===== src/hdl/pjt_pkg.sv =====
`timescale 1ns / 1ps
`default_nettype none
// ----------------------------------------------------------------------------
// pjt_pkg
// Shared types and constants of the periodic job timer table.
// ----------------------------------------------------------------------------
package pjt_pkg;

    localparam int MAX_JOBS_DEF = 16;
    localparam int TIME_W       = 64;
    localparam int TAG_W        = 16;
    localparam int QUEUE_DEPTH  = 2;

    typedef enum logic {
        OP_ADD  = 1'b0,
        OP_TICK = 1'b1
    } t_op;

    typedef enum logic [1:0] {
        KIND_ADD_OK    = 2'd0,
        KIND_FULL      = 2'd1,
        KIND_FIRED     = 2'd2,
        KIND_IDLE_TICK = 2'd3
    } t_kind;

    typedef enum logic {
        ST_IDLE = 1'b0,
        ST_SCAN = 1'b1
    } t_state;

    // Classified command: value is the interval for an add, the time for a tick.
    typedef struct packed {
        t_op               op;
        logic [TIME_W-1:0] value;
        logic [TAG_W-1:0]  tag;
    } t_cmd;

    typedef struct packed {
        logic [TIME_W-1:0] period;
        logic [TIME_W-1:0] last_run;
        logic [TAG_W-1:0]  tag;
    } t_entry;

endpackage
`default_nettype wire


===== src/hdl/pjt_front.sv =====
`timescale 1ns / 1ps
`default_nettype none
// ----------------------------------------------------------------------------
// pjt_front
// Accepts input items, classifies them into commands and queues them for the
// job sequencer.
// ----------------------------------------------------------------------------
module pjt_front (
    input  wire logic          i_clk,
    input  wire logic          i_rst_n,
    input  wire logic          i_s_tvalid,
    output logic               o_s_tready,
    // op
    input  wire logic [0:0]    i_s_tuser,
    // period_ms [63:0], job_tag [79:64], now_ms [143:80]
    input  wire logic [143:0]  i_s_tdata,
    output logic               o_cmd_valid,
    output pjt_pkg::t_cmd      o_cmd,
    input  wire logic          i_cmd_pop
);

    localparam int QD  = pjt_pkg::QUEUE_DEPTH;
    localparam int QAW = (QD > 1) ? $clog2(QD) : 1;
    localparam int QCW = $clog2(QD + 1);

    pjt_pkg::t_cmd  r_queue [QD];
    logic [QAW-1:0] r_head;
    logic [QAW-1:0] r_tail;
    logic [QCW-1:0] r_fill;

    pjt_pkg::t_cmd  w_cmd;
    logic           w_push;
    logic           w_pop;

    always_comb begin
        w_cmd.op  = pjt_pkg::t_op'(i_s_tuser[0]);
        w_cmd.tag = i_s_tdata[79:64];
        if (w_cmd.op == pjt_pkg::OP_TICK) begin
            w_cmd.value = i_s_tdata[143:80];
        end else begin
            w_cmd.value = i_s_tdata[63:0];
        end
    end

    assign o_s_tready  = (r_fill != QCW'(QD));
    assign w_push      = i_s_tvalid && o_s_tready;
    assign o_cmd_valid = (r_fill != '0);
    assign w_pop       = i_cmd_pop && o_cmd_valid;
    assign o_cmd       = r_queue[r_head];

    always_ff @(posedge i_clk) begin
        if (w_push) begin
            r_queue[r_tail] <= w_cmd;
        end
    end

    always_ff @(posedge i_clk) begin
        if (!i_rst_n) begin
            r_head <= '0;
            r_tail <= '0;
            r_fill <= '0;
        end else begin
            if (w_push) begin
                r_tail <= (r_tail == QAW'(QD - 1)) ? '0 : r_tail + QAW'(1);
            end
            if (w_pop) begin
                r_head <= (r_head == QAW'(QD - 1)) ? '0 : r_head + QAW'(1);
            end
            if (w_push && !w_pop) begin
                r_fill <= r_fill + QCW'(1);
            end else if (w_pop && !w_push) begin
                r_fill <= r_fill - QCW'(1);
            end
        end
    end

endmodule
`default_nettype wire


===== src/hdl/pjt_back.sv =====
`timescale 1ns / 1ps
`default_nettype none
// ----------------------------------------------------------------------------
// pjt_back
// Job sequencer: holds the job table, appends jobs, walks the table on a tick
// while compacting it, and drives the result register.
// ----------------------------------------------------------------------------
module pjt_back #(
    parameter int MAX_JOBS = pjt_pkg::MAX_JOBS_DEF
) (
    input  wire logic                      i_clk,
    input  wire logic                      i_rst_n,
    input  wire logic                      i_cmd_valid,
    input  wire pjt_pkg::t_cmd             i_cmd,
    output logic                           o_cmd_pop,
    output logic                           o_m_tvalid,
    input  wire logic                      i_m_tready,
    // fired_tag
    output logic [pjt_pkg::TAG_W-1:0]      o_m_tdata,
    // kind
    output logic [1:0]                     o_m_tuser,
    output logic                           o_m_tlast
);

    localparam int IW = (MAX_JOBS > 1) ? $clog2(MAX_JOBS) : 1;
    localparam int CW = $clog2(MAX_JOBS + 1);

    pjt_pkg::t_entry             r_table [MAX_JOBS];
    pjt_pkg::t_entry             r_rd_data;

    pjt_pkg::t_state             r_state;
    pjt_pkg::t_state             n_state;
    logic [CW-1:0]               r_count,    n_count;
    logic [CW-1:0]               r_rd,       n_rd;
    logic [CW-1:0]               r_wr,       n_wr;
    logic [pjt_pkg::TIME_W-1:0]  r_now,      n_now;
    logic                        r_pend,     n_pend;
    logic [pjt_pkg::TAG_W-1:0]   r_pend_tag, n_pend_tag;

    logic                        r_out_valid;
    pjt_pkg::t_kind              r_out_kind;
    logic [pjt_pkg::TAG_W-1:0]   r_out_tag;
    logic                        r_out_last;

    logic                        w_slot;
    logic                        w_done;
    logic                        w_fire;
    logic [pjt_pkg::TIME_W-1:0]  w_elapsed;
    logic [CW-1:0]               w_rd_next;
    logic [IW-1:0]               w_rd_addr;
    logic                        w_we;
    logic [IW-1:0]               w_wr_addr;
    pjt_pkg::t_entry             w_wr_data;
    logic                        w_emit;
    pjt_pkg::t_kind              w_emit_kind;
    logic [pjt_pkg::TAG_W-1:0]   w_emit_tag;
    logic                        w_emit_last;

    assign w_slot    = !r_out_valid || i_m_tready;
    assign w_done    = (r_rd == r_count);
    assign w_elapsed = r_now - r_rd_data.last_run;
    assign w_fire    = (w_elapsed > r_rd_data.period);
    assign w_rd_next = r_rd + CW'(1);

    always_comb begin
        n_state = r_state;
        unique case (r_state)
            pjt_pkg::ST_IDLE: begin
                if (i_cmd_valid && i_cmd.op == pjt_pkg::OP_TICK) begin
                    n_state = pjt_pkg::ST_SCAN;
                end
            end
            pjt_pkg::ST_SCAN: begin
                if (w_done && w_slot) begin
                    n_state = pjt_pkg::ST_IDLE;
                end
            end
            default: n_state = pjt_pkg::ST_IDLE;
        endcase
    end

    always_comb begin
        o_cmd_pop   = 1'b0;
        n_count     = r_count;
        n_rd        = r_rd;
        n_wr        = r_wr;
        n_now       = r_now;
        n_pend      = r_pend;
        n_pend_tag  = r_pend_tag;
        w_rd_addr   = r_rd[IW-1:0];
        w_we        = 1'b0;
        w_wr_addr   = r_count[IW-1:0];
        w_wr_data   = r_rd_data;
        w_emit      = 1'b0;
        w_emit_kind = pjt_pkg::KIND_ADD_OK;
        w_emit_tag  = '0;
        w_emit_last = 1'b1;
        unique case (r_state)
            pjt_pkg::ST_IDLE: begin
                w_rd_addr = '0;
                if (i_cmd_valid) begin
                    if (i_cmd.op == pjt_pkg::OP_TICK) begin
                        o_cmd_pop = 1'b1;
                        n_now     = i_cmd.value;
                        n_rd      = '0;
                        n_wr      = '0;
                        n_pend    = 1'b0;
                    end else if (w_slot) begin
                        o_cmd_pop = 1'b1;
                        w_emit    = 1'b1;
                        if (r_count == CW'(MAX_JOBS)) begin
                            w_emit_kind = pjt_pkg::KIND_FULL;
                        end else begin
                            w_emit_kind        = pjt_pkg::KIND_ADD_OK;
                            w_we               = 1'b1;
                            w_wr_addr          = r_count[IW-1:0];
                            w_wr_data.period   = i_cmd.value;
                            w_wr_data.last_run = '0;
                            w_wr_data.tag      = i_cmd.tag;
                            n_count            = r_count + CW'(1);
                        end
                    end
                end
            end
            pjt_pkg::ST_SCAN: begin
                if (w_done) begin
                    if (w_slot) begin
                        w_emit      = 1'b1;
                        w_emit_kind = r_pend ? pjt_pkg::KIND_FIRED : pjt_pkg::KIND_IDLE_TICK;
                        w_emit_tag  = r_pend ? r_pend_tag : '0;
                        w_emit_last = 1'b1;
                        n_count     = r_wr;
                    end
                end else if (!(w_fire && r_pend) || w_slot) begin
                    // advance to the next job; flush the held firing when a new one arrives
                    n_rd      = w_rd_next;
                    w_rd_addr = w_rd_next[IW-1:0];
                    if (w_fire) begin
                        n_pend     = 1'b1;
                        n_pend_tag = r_rd_data.tag;
                        if (r_pend) begin
                            w_emit      = 1'b1;
                            w_emit_kind = pjt_pkg::KIND_FIRED;
                            w_emit_tag  = r_pend_tag;
                            w_emit_last = 1'b0;
                        end
                    end
                    if (r_rd_data.period != '0) begin
                        w_we               = 1'b1;
                        w_wr_addr          = r_wr[IW-1:0];
                        w_wr_data.period   = r_rd_data.period;
                        w_wr_data.last_run = w_fire ? r_now : r_rd_data.last_run;
                        w_wr_data.tag      = r_rd_data.tag;
                        n_wr               = r_wr + CW'(1);
                    end
                end
            end
            default: begin
                w_rd_addr = '0;
            end
        endcase
    end

    always_ff @(posedge i_clk) begin
        if (w_we) begin
            r_table[w_wr_addr] <= w_wr_data;
        end
        r_rd_data <= r_table[w_rd_addr];
    end

    always_ff @(posedge i_clk) begin
        r_rd       <= n_rd;
        r_wr       <= n_wr;
        r_now      <= n_now;
        r_pend_tag <= n_pend_tag;
        if (w_emit) begin
            r_out_kind <= w_emit_kind;
            r_out_tag  <= w_emit_tag;
            r_out_last <= w_emit_last;
        end
    end

    always_ff @(posedge i_clk) begin
        if (!i_rst_n) begin
            r_state     <= pjt_pkg::ST_IDLE;
            r_count     <= '0;
            r_pend      <= 1'b0;
            r_out_valid <= 1'b0;
        end else begin
            r_state <= n_state;
            r_count <= n_count;
            r_pend  <= n_pend;
            if (w_emit) begin
                r_out_valid <= 1'b1;
            end else if (i_m_tready) begin
                r_out_valid <= 1'b0;
            end
        end
    end

    assign o_m_tvalid = r_out_valid;
    assign o_m_tdata  = r_out_tag;
    assign o_m_tuser  = r_out_kind;
    assign o_m_tlast  = r_out_last;

endmodule
`default_nettype wire


===== src/hdl/periodic_job_timer_table.sv =====
`timescale 1ns / 1ps
`default_nettype none
// ----------------------------------------------------------------------------
// periodic_job_timer_table
// Table of up to MAX_JOBS periodic jobs, fed by add and tick items.
// ----------------------------------------------------------------------------
// An add item (tuser 0) appends a job and returns one result: kind 0, or
// kind 1 when the table is full. A tick item (tuser 1) returns one kind-2
// result per fired job in table order, or a single kind-3 result when nothing
// fires; tlast marks the final result of each item. Input items land in a
// two-entry command queue, so the input accepts up to two items while results
// wait. On a tick the sequencer walks the job table memory, which has one read
// and one write port, one job per cycle unless a result stall holds it, while
// compacting it in place. Results stall a tick when a firing, or its final
// result, must be passed on while the result register is still occupied; an
// add waits for the same register.
module periodic_job_timer_table #(
    parameter int MAX_JOBS = pjt_pkg::MAX_JOBS_DEF
) (
    input  wire logic          i_clk,
    input  wire logic          i_rst_n,
    input  wire logic          s_axis_tvalid,
    output logic               s_axis_tready,
    // period_ms [63:0], job_tag [79:64], now_ms [143:80]
    input  wire logic [143:0]  s_axis_tdata,
    // op
    input  wire logic [0:0]    s_axis_tuser,
    output logic               m_axis_tvalid,
    input  wire logic          m_axis_tready,
    // fired_tag
    output logic [15:0]        m_axis_tdata,
    // kind
    output logic [1:0]         m_axis_tuser,
    output logic               m_axis_tlast
);

    logic          w_cmd_valid;
    pjt_pkg::t_cmd w_cmd;
    logic          w_cmd_pop;

    pjt_front u_front (
        .i_clk       (i_clk),
        .i_rst_n     (i_rst_n),
        .i_s_tvalid  (s_axis_tvalid),
        .o_s_tready  (s_axis_tready),
        .i_s_tuser   (s_axis_tuser),
        .i_s_tdata   (s_axis_tdata),
        .o_cmd_valid (w_cmd_valid),
        .o_cmd       (w_cmd),
        .i_cmd_pop   (w_cmd_pop)
    );

    pjt_back #(
        .MAX_JOBS (MAX_JOBS)
    ) u_back (
        .i_clk       (i_clk),
        .i_rst_n     (i_rst_n),
        .i_cmd_valid (w_cmd_valid),
        .i_cmd       (w_cmd),
        .o_cmd_pop   (w_cmd_pop),
        .o_m_tvalid  (m_axis_tvalid),
        .i_m_tready  (m_axis_tready),
        .o_m_tdata   (m_axis_tdata),
        .o_m_tuser   (m_axis_tuser),
        .o_m_tlast   (m_axis_tlast)
    );

endmodule
`default_nettype wire


===== config.mk =====
export PLATFORM = sky130hd
export DESIGN_NAME = periodic_job_timer_table
export DESIGN_NICKNAME = d
export VERILOG_FILES = /design/src/hdl/pjt_pkg.sv /design/src/hdl/pjt_front.sv /design/src/hdl/pjt_back.sv /design/src/hdl/periodic_job_timer_table.sv
export SDC_FILE = /design/constraint.sdc
export NUM_CORES = 2
export LEC_CHECK = 0
export ABC_AREA = 1
export ABC_CLOCK_PERIOD_IN_PS = 27600
export BUFFER_PORTS_ARGS = -buffer_cell sky130_fd_sc_hd__clkbuf_2
export CORE_UTILIZATION = 35
export CTS_CLUSTER_SIZE = 28
export DETAILED_ROUTE_END_ITERATION = 12
export PLACE_DENSITY = 0.47
export SLEW_MARGIN = 20
export SYNTH_ARGS = -nofsm -noshare
export SYNTH_HDL_FRONTEND = slang
export SYNTH_SLANG_ARGS = --single-unit

===== constraint.sdc =====
create_clock -name i_clk -period 27.6 [get_ports i_clk]
set_clock_uncertainty 0.1 [all_clocks]
set_input_delay 2.76 -clock i_clk [delete_from_list [all_inputs] [get_ports i_clk]]
set_output_delay 2.76 -clock i_clk [all_outputs]
set_load 0.02 [all_outputs]

-- Yosys cells after proc, flatten, opt, wreduce, memory -nomap -nowiden
Memory sizes are Yosys's and may differ from the RTL's. A register that Yosys moved wholly into a read port is not among the register bits.
Index checks and enable logic that the tools add are counted.
- register bits after elaboration: 121
- bits in writable memories: 2466
- input bits: 149
- output and inout bits: 21
- logic and storage cells: 157
- memories kept: 2
- $add $sub $neg: 8
- order comparisons: 1
- equal/unequal tests: 14
- mux-type cells: 90
- bitwise gates (word level): 4
- reduce and logical (&&, ||, !) cells: 24
- memory list (name ; depth ; width ; rd ports ; clocked after Yosys merged registers in ; write ports ; RTL line ; source):
    u_back.r_table ; 16 ; 144 ; 1 ; 1 ; 1 ; pjt_back.sv:28 ; pjt_pkg::t_entry r_table [MAX_JOBS];
    u_front.r_queue ; 2 ; 81 ; 1 ; 1 ; 1 ; pjt_front.sv:26 ; pjt_pkg::t_cmd r_queue [QD];
- operators with widths (operator ; count):
    $mux W144 ; 4
    $pmux W144 S2 ; 1
    $mux W80 ; 3
    $mux W64 ; 2
    $mux W16 ; 5
    $mux W5 ; 13
    $gt A64 B64 Y1 ; 1
    $reduce_bool A64 Y1 ; 1
    $sub A64 B64 Y64 ; 1
    $mux W1 ; 37
    $pmux W5 S2 ; 3
    $mux W2 ; 10
    $mux W4 ; 5
    $ne A2 B2 Y1 const B ; 9
    $pmux W4 S2 ; 2
    $add A5 B1 Y5 const B ; 3
    $reduce_and A5 Y1 ; 2
    $pmux W1 S2 ; 4
    $reduce_and A4 Y1 ; 2
    $logic_and A1 B1 Y1 ; 7
    $ne A2 B1 Y1 const B ; 3
    $reduce_and A6 Y1 ; 1
    $reduce_bool A2 Y1 ; 3
    $eq A5 B5 Y1 ; 1
    other kinds (10) ; 18

-- Logic depth before layout (Yosys ltp)
- word-level depth: 10
- mapped depth: 39
- mapped depth without buffers: 35

-- Hierarchy
Synthesis repeated with hierarchy kept, for this count alone.
- cells, all modules: 12110
- area total of the unflattened synthesis: 125510.4 um^2
- by module, submodules not included (module ; instances ; cells an instance ; area each (um^2) ; sequential area each (um^2)):
    pjt_back ; 1 ; 11750 ; 118562.5 ; 75502.4
    pjt_front ; 1 ; 360 ; 6947.9 ; 4964.8

-- Least setup slack after synthesis
Ideal clock, no wire load.
- path kind: register -> register
- start point: register u_back.r_now[0] (netlist bit)
- end point: memory u_back.r_table[0][0] (netlist bit), enable pin
- library setup time: 650 ps
- data arrival time: 10566 ps
- data required time: 26850 ps
- path slack: 16284 ps
- cell stages (with the launch flop): 29
- buffers on the path: 0
- period minus slack after synthesis: 11316 ps
- cell sequence: edfxtp_1 -> inv_1 -> ha_1 -> inv_1 -> fa_1 -> nand3_1 -> nand2_1 -> nand3_1 -> nand2_1 -> a31o_2 -> a21o_1 -> a21oi_1 -> o21ai_0 -> a21boi_0 -> o21ai_0 -> xor2_1 -> ha_1 -> nand4_1 -> nor2_1 -> nand3b_1 -> nor2_2 -> nand4_1 -> nand4_2 -> nand2_2 -> inv_2 -> nand3_1 -> o21ai_0 -> nand3_1 -> nor2_1
- word-level cells in the longest chain between the ends: 10
- elaborated cells on any way between the ends: 13
- classes of those cells: 1 x add/sub; 1 x order compare; 8 x mux; 3 x reduce/logical
- ends and longest elaborated chain (what ; RTL line ; source):
    from (decl) ; pjt_back.sv:36 ; logic [pjt_pkg::TIME_W-1:0] r_now, n_now;
    from (signal assigned) ; pjt_back.sv:174 ; r_now <= n_now;
    $sub A64 B64 Y64 (*) ; pjt_back.sv:61 ; assign w_elapsed = r_now - r_rd_data.last_run;
    $gt A64 B64 Y1 (*) ; pjt_back.sv:62 ; assign w_fire = (w_elapsed > r_rd_data.period);
    $logic_and A1 B1 Y1 (*) ; pjt_back.sv:134 ; end else if (!(w_fire && r_pend) || w_slot) begin
    $logic_not A1 Y1 (*) ; pjt_back.sv:134 ;
    $logic_or A1 B1 Y1 (*) ; pjt_back.sv:134 ;
    $mux W1 ; pjt_back.sv:134 ;
    $mux W1 ; pjt_back.sv:126 ; if (w_done) begin
    $pmux W1 S2 ; pjt_back.sv:98 ; unique case (r_state)
    $mux W1 ; pjt_back.sv:165 ; if (w_we) begin
    $mux W1 (implied by the code) ; pjt_back.sv:166 ; r_table[w_wr_addr] <= w_wr_data;
    to (decl) ; pjt_back.sv:28 ;
Every way passes the cells marked *; elsewhere a longest branch is shown, timed or not.

-- Worst setup path after layout
- start point: register u_back.r_now[0] (netlist bit)
- end point: register, netlist name u_back.r_rd_data[87]
- word-level cells in the longest chain between the ends: 8
- ends and longest elaborated chain (what ; RTL line):
    $sub A64 B64 Y64 ; pjt_back.sv:61
    $gt A64 B64 Y1 ; pjt_back.sv:62
    $logic_and A1 B1 Y1 ; pjt_back.sv:134
    $logic_not A1 Y1 ; pjt_back.sv:134
    $logic_or A1 B1 Y1 ; pjt_back.sv:134
    $mux W4 ; pjt_back.sv:134
    $mux W4 ; pjt_back.sv:126
    $pmux W4 S2 ; pjt_back.sv:98
No other way between the ends.
A chain may end at the register's enable or synchronous reset.

==> flow_summary.yaml <==
run_status:
  outcome: "complete, no violations"
logic_synthesis:
  syn_area_per_cell_um2: 10.3
  async_flop_share: 0
  synth_nets: 12487
  ys.flop_type: "edfxtp_1"
  yosysSeqAreaShare: 0.643
  ys_ff_latch: 2732
  yosysWarnings: 0
  synth_edf_count: 2575
  synth_cell_types: 50
  syn_area_mm2: 0.125
  netlist_instances: 12205
routing:
  first_pass_iters: 8
  wl_per_cell_um: 23.6
  drc: 0
  via_per_inst: 5.22
  vias: 89466
  wirelength_mm: 405
  antenna_left: 0
  drtIter0Drc: 8409
worst_setup_path:
  timing.rr.start: "u_back.r_now[0]"
  arrival_ns: 11.32
  required_ns: 28.27
  end_kind: "register"
  crit_path_top_delay_cell: "nand3_4"
  critPathMaxStageDelay_ns: 0.95
  critPathMaxFanout: 81
  startpoint: "u_back.r_now[0]"
  setup.worst_path.start_class: "register"
  crit_top_cell: "nand3_1"
  critPathKind: "register to register"
sta:
  slew_headroom: 0.210
  setup_tns_ns: 0
  drv_slew: 0
  holdWs_ns: 0.332
  rsz0062_at_grt: "no"
  max_freq_mhz: 93.9
  min_period_ns: 10.65
  final_hold_viol_count: 0
  setup_viol: 0
  period_share: 0.386
  worst_slack_ns: 16.95
  worst_slew_pin_slew_ns: 1.18
clock_network:
  clk_latency_ns: 0.92
  cts_hold_buf: 0
  cts_sinks: 2732
  ctsLongestPathBuffers: 4
  postCtsSetupBuffers: 0
  htree_levels: 5
  cts_tree: "done"
  numCtsBuffers: 302
  clkTransAtPathRegs_ns: 0.06
  root_buffer: "clkbuf_16"
  cts_resized: 0
worst_hold_path:
  hp-start: "u_back.r_rd_data[0]"
  hp-class: "register to register"
placement:
  gp_congestion: 0.894
  dp_slack_ns: 17.02
  io_buffers: 169
  placed_cells: 16574
  place_hpwl_mm: 214
  postPlaceCellArea_mm2: 0.131
layout:
  nNetsFinal: 12411
  final_common_cell: "inv_1"
  fin_util: 0.396
  final_area_mm2: 0.141
  final_cell_mix: "2,609 x inv_1, 2,575 x edfxtp_1, 2,055 x nand3_1"
  area_growth_pct: 12.5
  drive_gt1_frac: 0.0802
  layoutNonFillerInstCount: 17139
global_routing:
  grt_overflow: 0
  grt_pass1_vias: 85522
  grt_first_pass_wirelength_mm: 592
  grt_max_degree: 187
  use_met2: 0.362
  antenna_found_initial: 8
  grtUsageTotal: 0.220
  met1_usage: 0.302
  busiest_layer: "met2"
  met3_usage: 0.0258
die:
  start_util: 0.352
  coreArea_mm2: 0.356
  io_pins: 170
  die_h_um: 600
  die_area_mm2: 0.360
  die_x_um: 600
  rows: 219
pwr:
  power_density_mw_per_mm2: 127
  peakVddDrop_uv: 139
  p_total_mw: 18.0
  p_leak_nw: 58.8
run:
  cap_violations: 0
layer usage:
metal	up-vias	routed length, um
met5	-	12
met4	2	14200
met3	614	21400
met2	2856	191000
met1	44543	178000
li1	41451	-
worst max-delay path, delay by kind of cell (launching register included):
kind / cells / cell delay [ns]
compound gates: 6 / 1.80
xor+xnor: 1 / 0.18
fa+ha+maj: 3 / 0.83
buf+inv: 6 / 3.42
flops: 1 / 0.41
simple gates: 17 / 3.43
cell type report:
cell class                      instances  area [um^2]
Fill cell                           34412       215000
Tap cell                             4751         5940
Sequential cell                      2732        80500
Antenna cell                            9         22.5
Clock buffer                          405         8340
Multi-Input combinational cell       6054        31800
Inverter                             2615         9850
Timing Repair Buffer                  424         3110
Clock inverter                        149         1330
sequential cells by signal, summed over array words and instances, names as in the netlist, 2 cells and up, named ones only:
signal / cells
u_back.o_m_tdata: 16
u_back.o_m_tuser: 2
u_back.r_count: 5
u_back.r_now: 64
u_back.r_pend_tag: 16
u_back.r_rd: 5
u_back.r_rd_data: 144
u_back.r_table: 2304
u_back.r_wr: 5
u_front.r_fill: 2
u_front.r_queue: 162
power by group:
group | internal, mW | switching [mW] | leakage [nW]
registers | 6.32 | 0.281 | 24.7
clock network | 2.32 | 1.69 | 4.74
logic | 1.76 | 5.59 | 29.3
total | 10.4 | 7.55 | 58.8
cell usage after synthesis, drive strengths merged, types with 2 or more instances:
| master | number | area [um^2] |
|---|---|---|
| edfxtp | 2575 | 77300 |
| nand2 | 1844 | 6930 |
| a21oi | 144 | 721 |
| nor4 | 18 | 113 |
| o21a | 14 | 105 |
| nand4 | 1169 | 7320 |
| and3 | 2 | 12.5 |
| o211ai | 68 | 510 |
| o21bai | 2 | 15.0 |
| a21o | 9 | 67.6 |
| ha | 132 | 1650 |
| mux2 | 64 | 721 |
| dfxtp | 157 | 3140 |
| o21ai | 187 | 936 |
| o31ai | 2 | 15.0 |
| nor2 | 166 | 636 |
| nand3b | 3 | 22.5 |
| a31oi | 49 | 307 |
| nand3 | 2059 | 10300 |
| xor2 | 45 | 394 |
| inv | 2614 | 9810 |
| nor3b | 16 | 120 |
| clkbuf | 402 | 1510 |
| xnor2 | 28 | 245 |
| a221oi | 2 | 17.5 |
| nor3 | 14 | 75.1 |
| buf | 402 | 1990 |
| a21boi | 5 | 37.5 |
| a211oi | 4 | 30.0 |
cell families (layout without fill, tap and decap cells):
group / after synthesis / after routing / synth area share
AOI/OAI and AO/OA: 491 / 491 / 0.0224
DFF: 2732 / 2732 / 0.643
adders and majority gates: 133 / 133 / 0.0134
buffers and inverters: 3419 / 3593 / 0.106
other: 0 / 9 / 0
xor gates and xnor gates: 73 / 73 / 0.00511
muxes: 64 / 64 / 0.00576
and+or+nand+nor: 5293 / 5293 / 0.204
final timing paths:
| kind | endpoint | depth (start not counted) | slack, ns |
|---|---|---|---|
| hold reg to reg | u_back.r_pend_tag[0] | 0 | 0.33 |
| hold / removal | u_back.r_pend_tag[0] | 0 | 0.33 |
| setup reg to reg | u_back.r_rd_data[87] | 33 | 16.95 |
| setup / recovery | u_back.r_rd_data[87] | 33 | 16.95 |
Note: power is estimated with default switching activity, not from simulation.
